File: src/rtl/core/ctsc_pkg.sv
// ----------------------------------------------------------------------------
// ctsc_pkg
// shared types and constants of the clock time-set controller
// ----------------------------------------------------------------------------
package ctsc_pkg;

    // display code that blanks a digit
    localparam logic [3:0] DIGIT_BLANK = 4'd10;

    // highest packed bcd value of each edited field
    localparam logic [6:0] HOURS_TOP_BCD  = 7'h23;
    localparam logic [6:0] SIXTY_TOP_BCD  = 7'h59;

    typedef enum logic [1:0] {
        MODE_NORMAL  = 2'd0,
        MODE_HOURS   = 2'd1,
        MODE_MINUTES = 2'd2,
        MODE_SECONDS = 2'd3
    } mode_t;

    typedef struct packed {
        logic       set_press;
        logic       plus_press;
        logic       minus_press;
        logic [5:0] now_hours;
        logic [6:0] now_minutes;
        logic [6:0] now_seconds;
    } ctsc_in_t;

    typedef struct packed {
        logic [1:0] mode;
        logic [3:0] digit_0;
        logic [3:0] digit_1;
        logic [3:0] digit_2;
        logic [3:0] digit_3;
        logic [3:0] digit_4;
        logic [3:0] digit_5;
        logic       write_time;
        logic [5:0] write_hours;
        logic [6:0] write_minutes;
        logic [6:0] write_seconds;
    } ctsc_out_t;

endpackage

File: src/rtl/core/ctsc_in_if.sv
// ----------------------------------------------------------------------------
// ctsc_in_if
// key press and current time channel, valid/ready handshake
// ----------------------------------------------------------------------------
interface ctsc_in_if;
    logic               valid;
    logic               ready;
    ctsc_pkg::ctsc_in_t data;

    modport source (output valid, output data, input ready);
    modport sink   (input valid, input data, output ready);
endinterface

File: src/rtl/core/ctsc_out_if.sv
// ----------------------------------------------------------------------------
// ctsc_out_if
// display digit and clock write channel, valid/ready handshake
// ----------------------------------------------------------------------------
interface ctsc_out_if;
    logic                valid;
    logic                ready;
    ctsc_pkg::ctsc_out_t data;

    modport source (output valid, output data, input ready);
    modport sink   (input valid, input data, output ready);
endinterface

File: src/rtl/core/ctsc_field_step.sv
// ----------------------------------------------------------------------------
// ctsc_field_step
// one packed bcd step up or down with wrap at a given top value
// ----------------------------------------------------------------------------
module ctsc_field_step (
    input  logic [6:0] value,
    input  logic [6:0] top_bcd,
    input  logic       up,
    input  logic       down,
    output logic [6:0] stepped
);

    logic [3:0] units;
    logic [2:0] tens;

    assign units = value[3:0];
    assign tens  = value[6:4];

    always_comb
    begin
        stepped = value;
        // both keys on one transfer cancel out
        if (up && !down)
        begin
            if (value == top_bcd)
                stepped = 7'h00;
            else if (units == 4'd9)
                stepped = {tens + 3'd1, 4'd0};
            else
                stepped = {tens, units + 4'd1};
        end
        else if (down && !up)
        begin
            if (value == 7'h00)
                stepped = top_bcd;
            else if (units == 4'd0)
                stepped = {tens - 3'd1, 4'd9};
            else
                stepped = {tens, units - 4'd1};
        end
    end

endmodule

File: src/rtl/core/ctsc_ctrl.sv
// ----------------------------------------------------------------------------
// ctsc_ctrl
// mode sequencer, edited time and display digit state
// ----------------------------------------------------------------------------
module ctsc_ctrl (
    input  logic                clk,
    input  logic                rst_n,
    input  logic                advance,
    input  ctsc_pkg::ctsc_in_t  item,
    output ctsc_pkg::ctsc_out_t result
);

    ctsc_pkg::mode_t  mode_reg, mode_next;
    logic [5:0]       hours_reg, hours_next;
    logic [6:0]       minutes_reg, minutes_next;
    logic [6:0]       seconds_reg, seconds_next;
    logic             dirty_reg, dirty_next;
    logic [5:0][3:0]  shown_reg, shown_next;
    logic             wr;

    logic             step_h, step_m, step_s;
    logic [6:0]       hours_stepped, minutes_stepped, seconds_stepped;

    assign step_h = (mode_reg == ctsc_pkg::MODE_HOURS);
    assign step_m = (mode_reg == ctsc_pkg::MODE_MINUTES);
    assign step_s = (mode_reg == ctsc_pkg::MODE_SECONDS);

    ctsc_field_step u_step_hours (
        .value   ({1'b0, hours_reg}),
        .top_bcd (ctsc_pkg::HOURS_TOP_BCD),
        .up      (step_h && item.plus_press),
        .down    (step_h && item.minus_press),
        .stepped (hours_stepped)
    );

    ctsc_field_step u_step_minutes (
        .value   (minutes_reg),
        .top_bcd (ctsc_pkg::SIXTY_TOP_BCD),
        .up      (step_m && item.plus_press),
        .down    (step_m && item.minus_press),
        .stepped (minutes_stepped)
    );

    ctsc_field_step u_step_seconds (
        .value   (seconds_reg),
        .top_bcd (ctsc_pkg::SIXTY_TOP_BCD),
        .up      (step_s && item.plus_press),
        .down    (step_s && item.minus_press),
        .stepped (seconds_stepped)
    );

    assign hours_next   = hours_stepped[5:0];
    assign minutes_next = minutes_stepped;
    assign seconds_next = seconds_stepped;

    // next mode
    always_comb
    begin
        mode_next = mode_reg;
        if (item.set_press)
        begin
            unique case (mode_reg)
                ctsc_pkg::MODE_NORMAL:  mode_next = ctsc_pkg::MODE_HOURS;
                ctsc_pkg::MODE_HOURS:   mode_next = ctsc_pkg::MODE_MINUTES;
                ctsc_pkg::MODE_MINUTES: mode_next = ctsc_pkg::MODE_SECONDS;
                ctsc_pkg::MODE_SECONDS: mode_next = ctsc_pkg::MODE_NORMAL;
                default:                mode_next = ctsc_pkg::MODE_NORMAL;
            endcase
        end
    end

    // digits, dirty flag and write request
    always_comb
    begin
        shown_next = shown_reg;
        dirty_next = dirty_reg;
        wr         = 1'b0;
        if (mode_reg != ctsc_pkg::MODE_NORMAL && (item.plus_press || item.minus_press))
            dirty_next = 1'b1;
        unique case (mode_reg)
            ctsc_pkg::MODE_NORMAL:
            begin
                if (!item.set_press)
                    shown_next = {item.now_seconds[3:0],
                                  {1'b0, item.now_seconds[6:4]},
                                  item.now_minutes[3:0],
                                  {1'b0, item.now_minutes[6:4]},
                                  item.now_hours[3:0],
                                  {2'b00, item.now_hours[5:4]}};
            end
            ctsc_pkg::MODE_HOURS:
            begin
                if (!item.set_press)
                    shown_next = {ctsc_pkg::DIGIT_BLANK, ctsc_pkg::DIGIT_BLANK,
                                  ctsc_pkg::DIGIT_BLANK, ctsc_pkg::DIGIT_BLANK,
                                  hours_next[3:0], {2'b00, hours_next[5:4]}};
            end
            ctsc_pkg::MODE_MINUTES:
            begin
                if (!item.set_press)
                    shown_next = {ctsc_pkg::DIGIT_BLANK, ctsc_pkg::DIGIT_BLANK,
                                  minutes_next[3:0], {1'b0, minutes_next[6:4]},
                                  ctsc_pkg::DIGIT_BLANK, ctsc_pkg::DIGIT_BLANK};
            end
            ctsc_pkg::MODE_SECONDS:
            begin
                if (!item.set_press)
                    shown_next = {seconds_next[3:0], {1'b0, seconds_next[6:4]},
                                  ctsc_pkg::DIGIT_BLANK, ctsc_pkg::DIGIT_BLANK,
                                  ctsc_pkg::DIGIT_BLANK, ctsc_pkg::DIGIT_BLANK};
                else if (dirty_next)
                begin
                    // leaving seconds with an edited time: show it and load the clock
                    shown_next = {seconds_next[3:0], {1'b0, seconds_next[6:4]},
                                  minutes_next[3:0], {1'b0, minutes_next[6:4]},
                                  hours_next[3:0], {2'b00, hours_next[5:4]}};
                    wr         = 1'b1;
                    dirty_next = 1'b0;
                end
            end
            default:
            begin
                shown_next = shown_reg;
            end
        endcase
    end

    always_comb
    begin
        result.mode          = mode_next;
        result.digit_0       = shown_next[0];
        result.digit_1       = shown_next[1];
        result.digit_2       = shown_next[2];
        result.digit_3       = shown_next[3];
        result.digit_4       = shown_next[4];
        result.digit_5       = shown_next[5];
        result.write_time    = wr;
        result.write_hours   = wr ? hours_next   : 6'd0;
        result.write_minutes = wr ? minutes_next : 7'd0;
        result.write_seconds = wr ? seconds_next : 7'd0;
    end

    always_ff @(posedge clk or negedge rst_n)
    begin
        if (!rst_n)
        begin
            mode_reg    <= ctsc_pkg::MODE_NORMAL;
            hours_reg   <= 6'd0;
            minutes_reg <= 7'd0;
            seconds_reg <= 7'd0;
            dirty_reg   <= 1'b0;
            shown_reg   <= '0;
        end
        else if (advance)
        begin
            mode_reg    <= mode_next;
            hours_reg   <= hours_next;
            minutes_reg <= minutes_next;
            seconds_reg <= seconds_next;
            dirty_reg   <= dirty_next;
            shown_reg   <= shown_next;
        end
    end

endmodule

File: src/rtl/core/clock_time_set_controller_top.sv
// ----------------------------------------------------------------------------
// clock_time_set_controller_top
// digital clock time-set controller: set/plus/minus keys to display and clock write
// ----------------------------------------------------------------------------
// Each transfer on items is one pass of the control loop: the debounced set,
// plus and minus press pulses and the current packed bcd time. The set key
// walks the mode through normal, hours, minutes, seconds and back to normal;
// in a set mode plus and minus step the edited field with bcd wrap (hours
// modulo 24, minutes and seconds modulo 60) and mark the time edited. Leaving
// seconds mode with an edited time raises write_time with the new time for one
// result. Each item gives exactly one result on results: the mode after the
// item, six display digits (10 = blank, unedited fields blanked, digits held
// on a mode change but for the write, which shows the new time) and the clock
// write. The block takes one item per clock unless results stalls: an item
// is captured in the input register, passes the mode and bcd step logic and
// lands in the result register; both registers advance together whenever the
// result side takes or has room. The edited time resets to 00:00:00 only on rst_n.
// ----------------------------------------------------------------------------
module clock_time_set_controller_top (
    input  logic     clk,
    input  logic     rst_n,
    ctsc_in_if.sink    items,
    ctsc_out_if.source results
);

    // input register
    logic                in_valid_reg, in_valid_next;
    ctsc_pkg::ctsc_in_t  in_data_reg;

    // result register
    logic                out_valid_reg, out_valid_next;
    ctsc_pkg::ctsc_out_t out_data_reg;

    logic                advance;
    logic                in_take;
    ctsc_pkg::ctsc_out_t result;

    // the held item moves on when the result register is empty or being emptied
    assign advance       = in_valid_reg && (!out_valid_reg || results.ready);
    assign items.ready   = !in_valid_reg || advance;
    assign in_take       = items.valid && items.ready;

    assign in_valid_next  = in_take || (in_valid_reg && !advance);
    assign out_valid_next = advance || (out_valid_reg && !results.ready);

    ctsc_ctrl u_ctrl (
        .clk     (clk),
        .rst_n   (rst_n),
        .advance (advance),
        .item    (in_data_reg),
        .result  (result)
    );

    always_ff @(posedge clk or negedge rst_n)
    begin
        if (!rst_n)
        begin
            in_valid_reg  <= 1'b0;
            out_valid_reg <= 1'b0;
        end
        else
        begin
            in_valid_reg  <= in_valid_next;
            out_valid_reg <= out_valid_next;
        end
    end

    // payload registers, no reset needed
    always_ff @(posedge clk)
    begin
        if (in_take)
            in_data_reg <= items.data;
        if (advance)
            out_data_reg <= result;
    end

    assign results.valid = out_valid_reg;
    assign results.data  = out_data_reg;

endmodule
File: src/flat_wrapper.sv
// flat-port wrapper written by rule: the top's interface ports become plain ports
module clock_time_set_controller_top_flat 
  (clk, rst_n, items_valid, items_data, items_ready, results_valid, results_data, results_ready);
  ctsc_in_if items_i ();
  ctsc_out_if results_i ();
  input  logic clk;
  input  logic rst_n;
  input wire logic [$bits(items_i.valid)-1:0] items_valid;
  input wire logic [$bits(items_i.data)-1:0] items_data;
  output wire logic [$bits(items_i.ready)-1:0] items_ready;
  output wire logic [$bits(results_i.valid)-1:0] results_valid;
  output wire logic [$bits(results_i.data)-1:0] results_data;
  input wire logic [$bits(results_i.ready)-1:0] results_ready;
  assign items_i.valid = items_valid;
  assign items_i.data = items_data;
  assign items_ready = items_i.ready;
  assign results_valid = results_i.valid;
  assign results_data = results_i.data;
  assign results_i.ready = results_ready;
  clock_time_set_controller_top u_core (.clk(clk), .rst_n(rst_n), .items(items_i), .results(results_i));
endmodule
File: config.mk
export PLATFORM = sky130hd
export DESIGN_NAME = clock_time_set_controller_top_flat
export DESIGN_NICKNAME = d
export VERILOG_FILES = /design/src/rtl/core/ctsc_pkg.sv /design/src/rtl/core/ctsc_in_if.sv /design/src/rtl/core/ctsc_out_if.sv /design/src/rtl/core/ctsc_field_step.sv /design/src/rtl/core/ctsc_ctrl.sv /design/src/rtl/core/clock_time_set_controller_top.sv /design/src/flat_wrapper.sv
export SDC_FILE = /design/constraint.sdc
export NUM_CORES = 1
export LEC_CHECK = 0
export ABC_CLOCK_PERIOD_IN_PS = 3800
export BUFFER_PORTS_ARGS = -buffer_cell sky130_fd_sc_hd__buf_2
export CAP_MARGIN = 20
export CELL_PAD_IN_SITES_DETAIL_PLACEMENT = 1
export CELL_PAD_IN_SITES_GLOBAL_PLACEMENT = 1
export CORE_UTILIZATION = 46
export DETAILED_ROUTE_END_ITERATION = 16
export HOLD_SLACK_MARGIN = 0.03
export PLACE_DENSITY = 0.91
export SETUP_SLACK_MARGIN = 0.1
export SYNTH_ARGS = -nofsm -noshare
export SYNTH_HDL_FRONTEND = slang
export SYNTH_SLANG_ARGS = --single-unit
File: constraint.sdc
create_clock -name clk -period 3.8 [get_ports clk]
set_input_delay 0.38 -clock clk [delete_from_list [all_inputs] [get_ports clk]]
set_output_delay 0.38 -clock clk [all_outputs]
set_load 0.02 [all_outputs]
==> flow_summary_export.csv <==
group,metric,value,unit
placed_design,place.gp.congestion,0.936,
detailed_routing,vias_per_cell,6.55,
cells_and_area,nets,788,
detailed_routing,ant_nets,0,
power,switching_power,2700,uW
min_path,min-delay-start,"items_data[1]",
sta,slew_headroom,42.2,%
power,power,6400,uW
logic_synthesis,async_reset_ff_share,41.2,%
status,status,"completed",
grt,grt_pass1_wl,33900,um
floorplan,ios,76,
critical_path,cp_slowest_cell,"ha_1",
placed_design,hpwl,14500,um
logic_synthesis,synth_flop_cell,"edfxtp_1",
logic_synthesis,syn-instance-count,671,
grt,antenna_found_initial,0,
power,swShare,42.1,%
sta,period_minus_slack,2.96,ns
logic_synthesis,ys_top_cells_by_count,"nand2_1, o21ai_0, edfxtp_1",
cts,clock_sinks,119,
cells_and_area,largest_reg_flops,47,
critical_path,criticalPathCategory,"reg -> reg",
grt,grt_pass1_vias,6267,
sta,timing.final.crit_share,77.8,%
critical_path,crit_buf_inv,1,
floorplan,rows,43,
logic_synthesis,synth_top_area_share,31.1,%
critical_path,critPathMaxStageDelay,0.74,ns
floorplan,core-area,14100,um^2
sta,setup_violations,0,
sta,finalSetupTns,0,ns
logic_synthesis,synth_seq_area_share,49.2,%
logic_synthesis,synth_area,6760,um^2
cells_and_area,diodes,0,
logic_synthesis,avgSynthCellArea,10.1,um^2
detailed_routing,wl_per_cell,23.4,um
detailed_routing,remaining_drc_errors,0,
detailed_routing,drt_iter0_drc,599,
critical_path,startpoint_type,"register",
floorplan,fp.dieArea,15200,um^2
power,power_density,815,nW/um^2
critical_path,cp_max_fo,24,
logic_synthesis,synth_area_leaders,"edfxtp_1, dfrtp_1, o21ai_0",
power,p_comb_share,40.8,%
critical_path,rrSetupSlack,0.84,ns
critical_path,crit_arrival,3.12,ns
critical_path,crit_chain,"inv_1 > ha_1 > nand4b_1 > nor3_2 > a21oi_1 > a211oi_1 > o31ai_1",
floorplan,fp.dieH,123,um
cts,root_buffer,"clkbuf_16",
sta,max_freq,338,MHz
power,power.leakage,0.00320,uW
critical_path,critPathLaunch,"u_core.u_ctrl.mode_reg[0]",
cells_and_area,syn2layout_area_growth,16.3,%
cts,cts-htree-levels,4,
min_path,hold_end,"u_core.in_data_reg[1]",
sta,finalMaxSlewViolations,0,
cells_and_area,num-fill-cells,1577,
sta,finClkSkew,0.00890,ns
floorplan,initial_core_util,48.0,%
cells_and_area,regArea,3330,um^2
grt,overflow,0,
cts,worstSkewPairLatency,0.43,ns
critical_path,r2r-start,"u_core.u_ctrl.mode_reg[0]",
cts,path_clk_slew,0.06,ns
cts,cts_resized,0,
logic_synthesis,synth_edf_count,70,
cells_and_area,multi_input_area,3110,um^2
logic_synthesis,yosysWarnings,0,
power,seqPwrFrac,33.6,%
sta,rsz0062_at_grt,"no",
detailed_routing,drtPass1Iterations,6,
sta,worst_pin_slew,0.867,ns
grt,grt_max_degree,55,
detailed_routing,vias,6096,
critical_path,path_delay_family,"compound AO/OA/AOI/OAI gates",
cts,numCtsBuffers,17,
logic_synthesis,yosysMostFrequentCell,"nand2_1",
placed_design,port_buffers,75,
cells_and_area,drive_gt1_share,20.3,%
power,ir_worst_vdd,0.392,mV
critical_path,worstReg2RegEnd,"u_core.results.data[35]",
logic_synthesis,syn_nets,722,
min_path,hold_depth,1,
cts,cts_tree,"yes",
logic_synthesis,synth.largest_area_cell,"edfxtp_1",
logic_synthesis,yosysUniqueCellTypes,80,
detailed_routing,wl,21700,um
grt,track_usage,30.0,%
critical_path,end_kind,"register",
power,p_clk_share,25.6,%
cts,cts_max_path_buffers,2,
critical_path,crit_required,3.96,ns
sta,hold_viol_final,0,
job,max_cap_viol_count,0,
min_path,hold_class,"in -> reg",
logic_synthesis,synth-seq-cells,119,
critical_path,worstRegToRegCells,7,
power,p_int,3710,uW
floorplan,die_w,123,um
[power by group through the flow]
stage | logic (uW) | registers, uW | clock network (uW)
floorplan | 1690 | 2160 | 0
global placement | 2360 | 2110 | 0
detailed placement | 2500 | 2150 | 0
CTS | 2560 | 2140 | 1640
global route | 2830 | 2190 | 1690
finish | 2610 | 2160 | 1640
[stage by stage]
stage | hold slack, ns | cells | instance area [um^2] | setup slack (ns) | utilization (%)
floorplan | 0.0844 | 671 | 6760 | 0.981 | -
global placement | 0.428 | 896 | 7240 | 1.23 | 51.3
detailed placement | 0.447 | 896 | 7240 | 0.991 | 51.3
CTS | 0.112 | 929 | 7840 | 0.881 | 55.6
global route | 0.109 | 930 | 7860 | 0.620 | 55.8
finish | 0.119 | 930 | 7860 | 0.844 | 55.8
[layout by cell type, fill, tap and decap left out, types with 4 or more instances in the layout]
master     synthesis  final
buf_2             17     75
nand2_1           73     73
o21ai_0           72     72
edfxtp_1          70     70
nor2_1            53     53
dfrtp_1           49     49
a21oi_1           29     29
inv_1             26     25
ha_1              24     24
clkbuf_16          0     17
nand3_1           15     15
nand2b_1          13     13
buf_4              2     13
nor2b_1           10     10
o31ai_1           10     10
and3b_1            9      9
nor3_1             9      9
a32oi_1            7      7
a31oi_1            7      7
a211oi_1           7      7
o221ai_1           7      7
a22oi_1            7      7
a22o_1             6      6
a21o_1             6      6
mux2_2             6      6
and3_1             5      5
o211ai_1           5      5
a311oi_1           5      5
o22ai_1            5      5
and2_1             5      5
o21ai_1            5      5
o2bb2ai_1          5      5
nand3b_1           4      4
a211o_1            4      4
nand4_1            4      4
clkinv_2           0      4
[worst max-delay path by stage]
stage | end | depth (start not counted)
after global routing | u_core.results.data[35] | 7
after global placement | u_core.results.data[35] | 7
after CTS | u_core.results.data[35] | 7
final | u_core.results.data[35] | 7
after floorplan | u_core.u_ctrl.shown_reg[16] | 6
after detailed placement | u_core.results.data[35] | 7
[worst register-to-register path: cells and delay by family (launching register included)]
family / cells / cell delay (ns)
buffers and inverters: 1 / 0.15
DFF: 1 / 0.43
and+or+nand+nor: 2 / 0.58
adders and majority gates: 1 / 0.74
AOI/OAI and AO/OA: 3 / 0.79
[area by class of cell]
class,instances,share of cell area (%)
clock buffer,18,5.46
tap,180,2.86
inverter,28,1.34
sequential,119,42.3
timing repair buffer,90,6.49
clock inverter,14,2.02
multi-input combinational,481,39.5
[cells by family after synthesis]
| kind of cell | after synthesis | synth area share (%) |
|---|---|---|
| multiplexers | 8 | 1.30 |
| AND/OR/NAND/NOR | 222 | 17.0 |
| adder cells (fa/ha/maj) | 24 | 4.44 |
| AO/OA/AOI/OAI | 227 | 23.2 |
| buffers and inverters | 71 | 4.83 |
| flip-flops | 119 | 49.2 |
[layer usage]
layer  track usage [%]  vias to the layer above  wire length [um]
met1              35.3                     3105              8720
met5                 0                        -                 0
met3              7.24                       64              1250
li1                  -                     2650                 -
met2              50.2                      277             10900
met4              17.0                        0               865
[timing repair]
| action | in CTS | in global routing |
|---|---|---|
| buffers inserted | 0 | 0 |
| setup endpoints to repair | 0 | 0 |
| hold endpoints to repair | 24 | 0 |
| hold buffers | 1 | 0 |
Power figures use the tool's default switching activity.
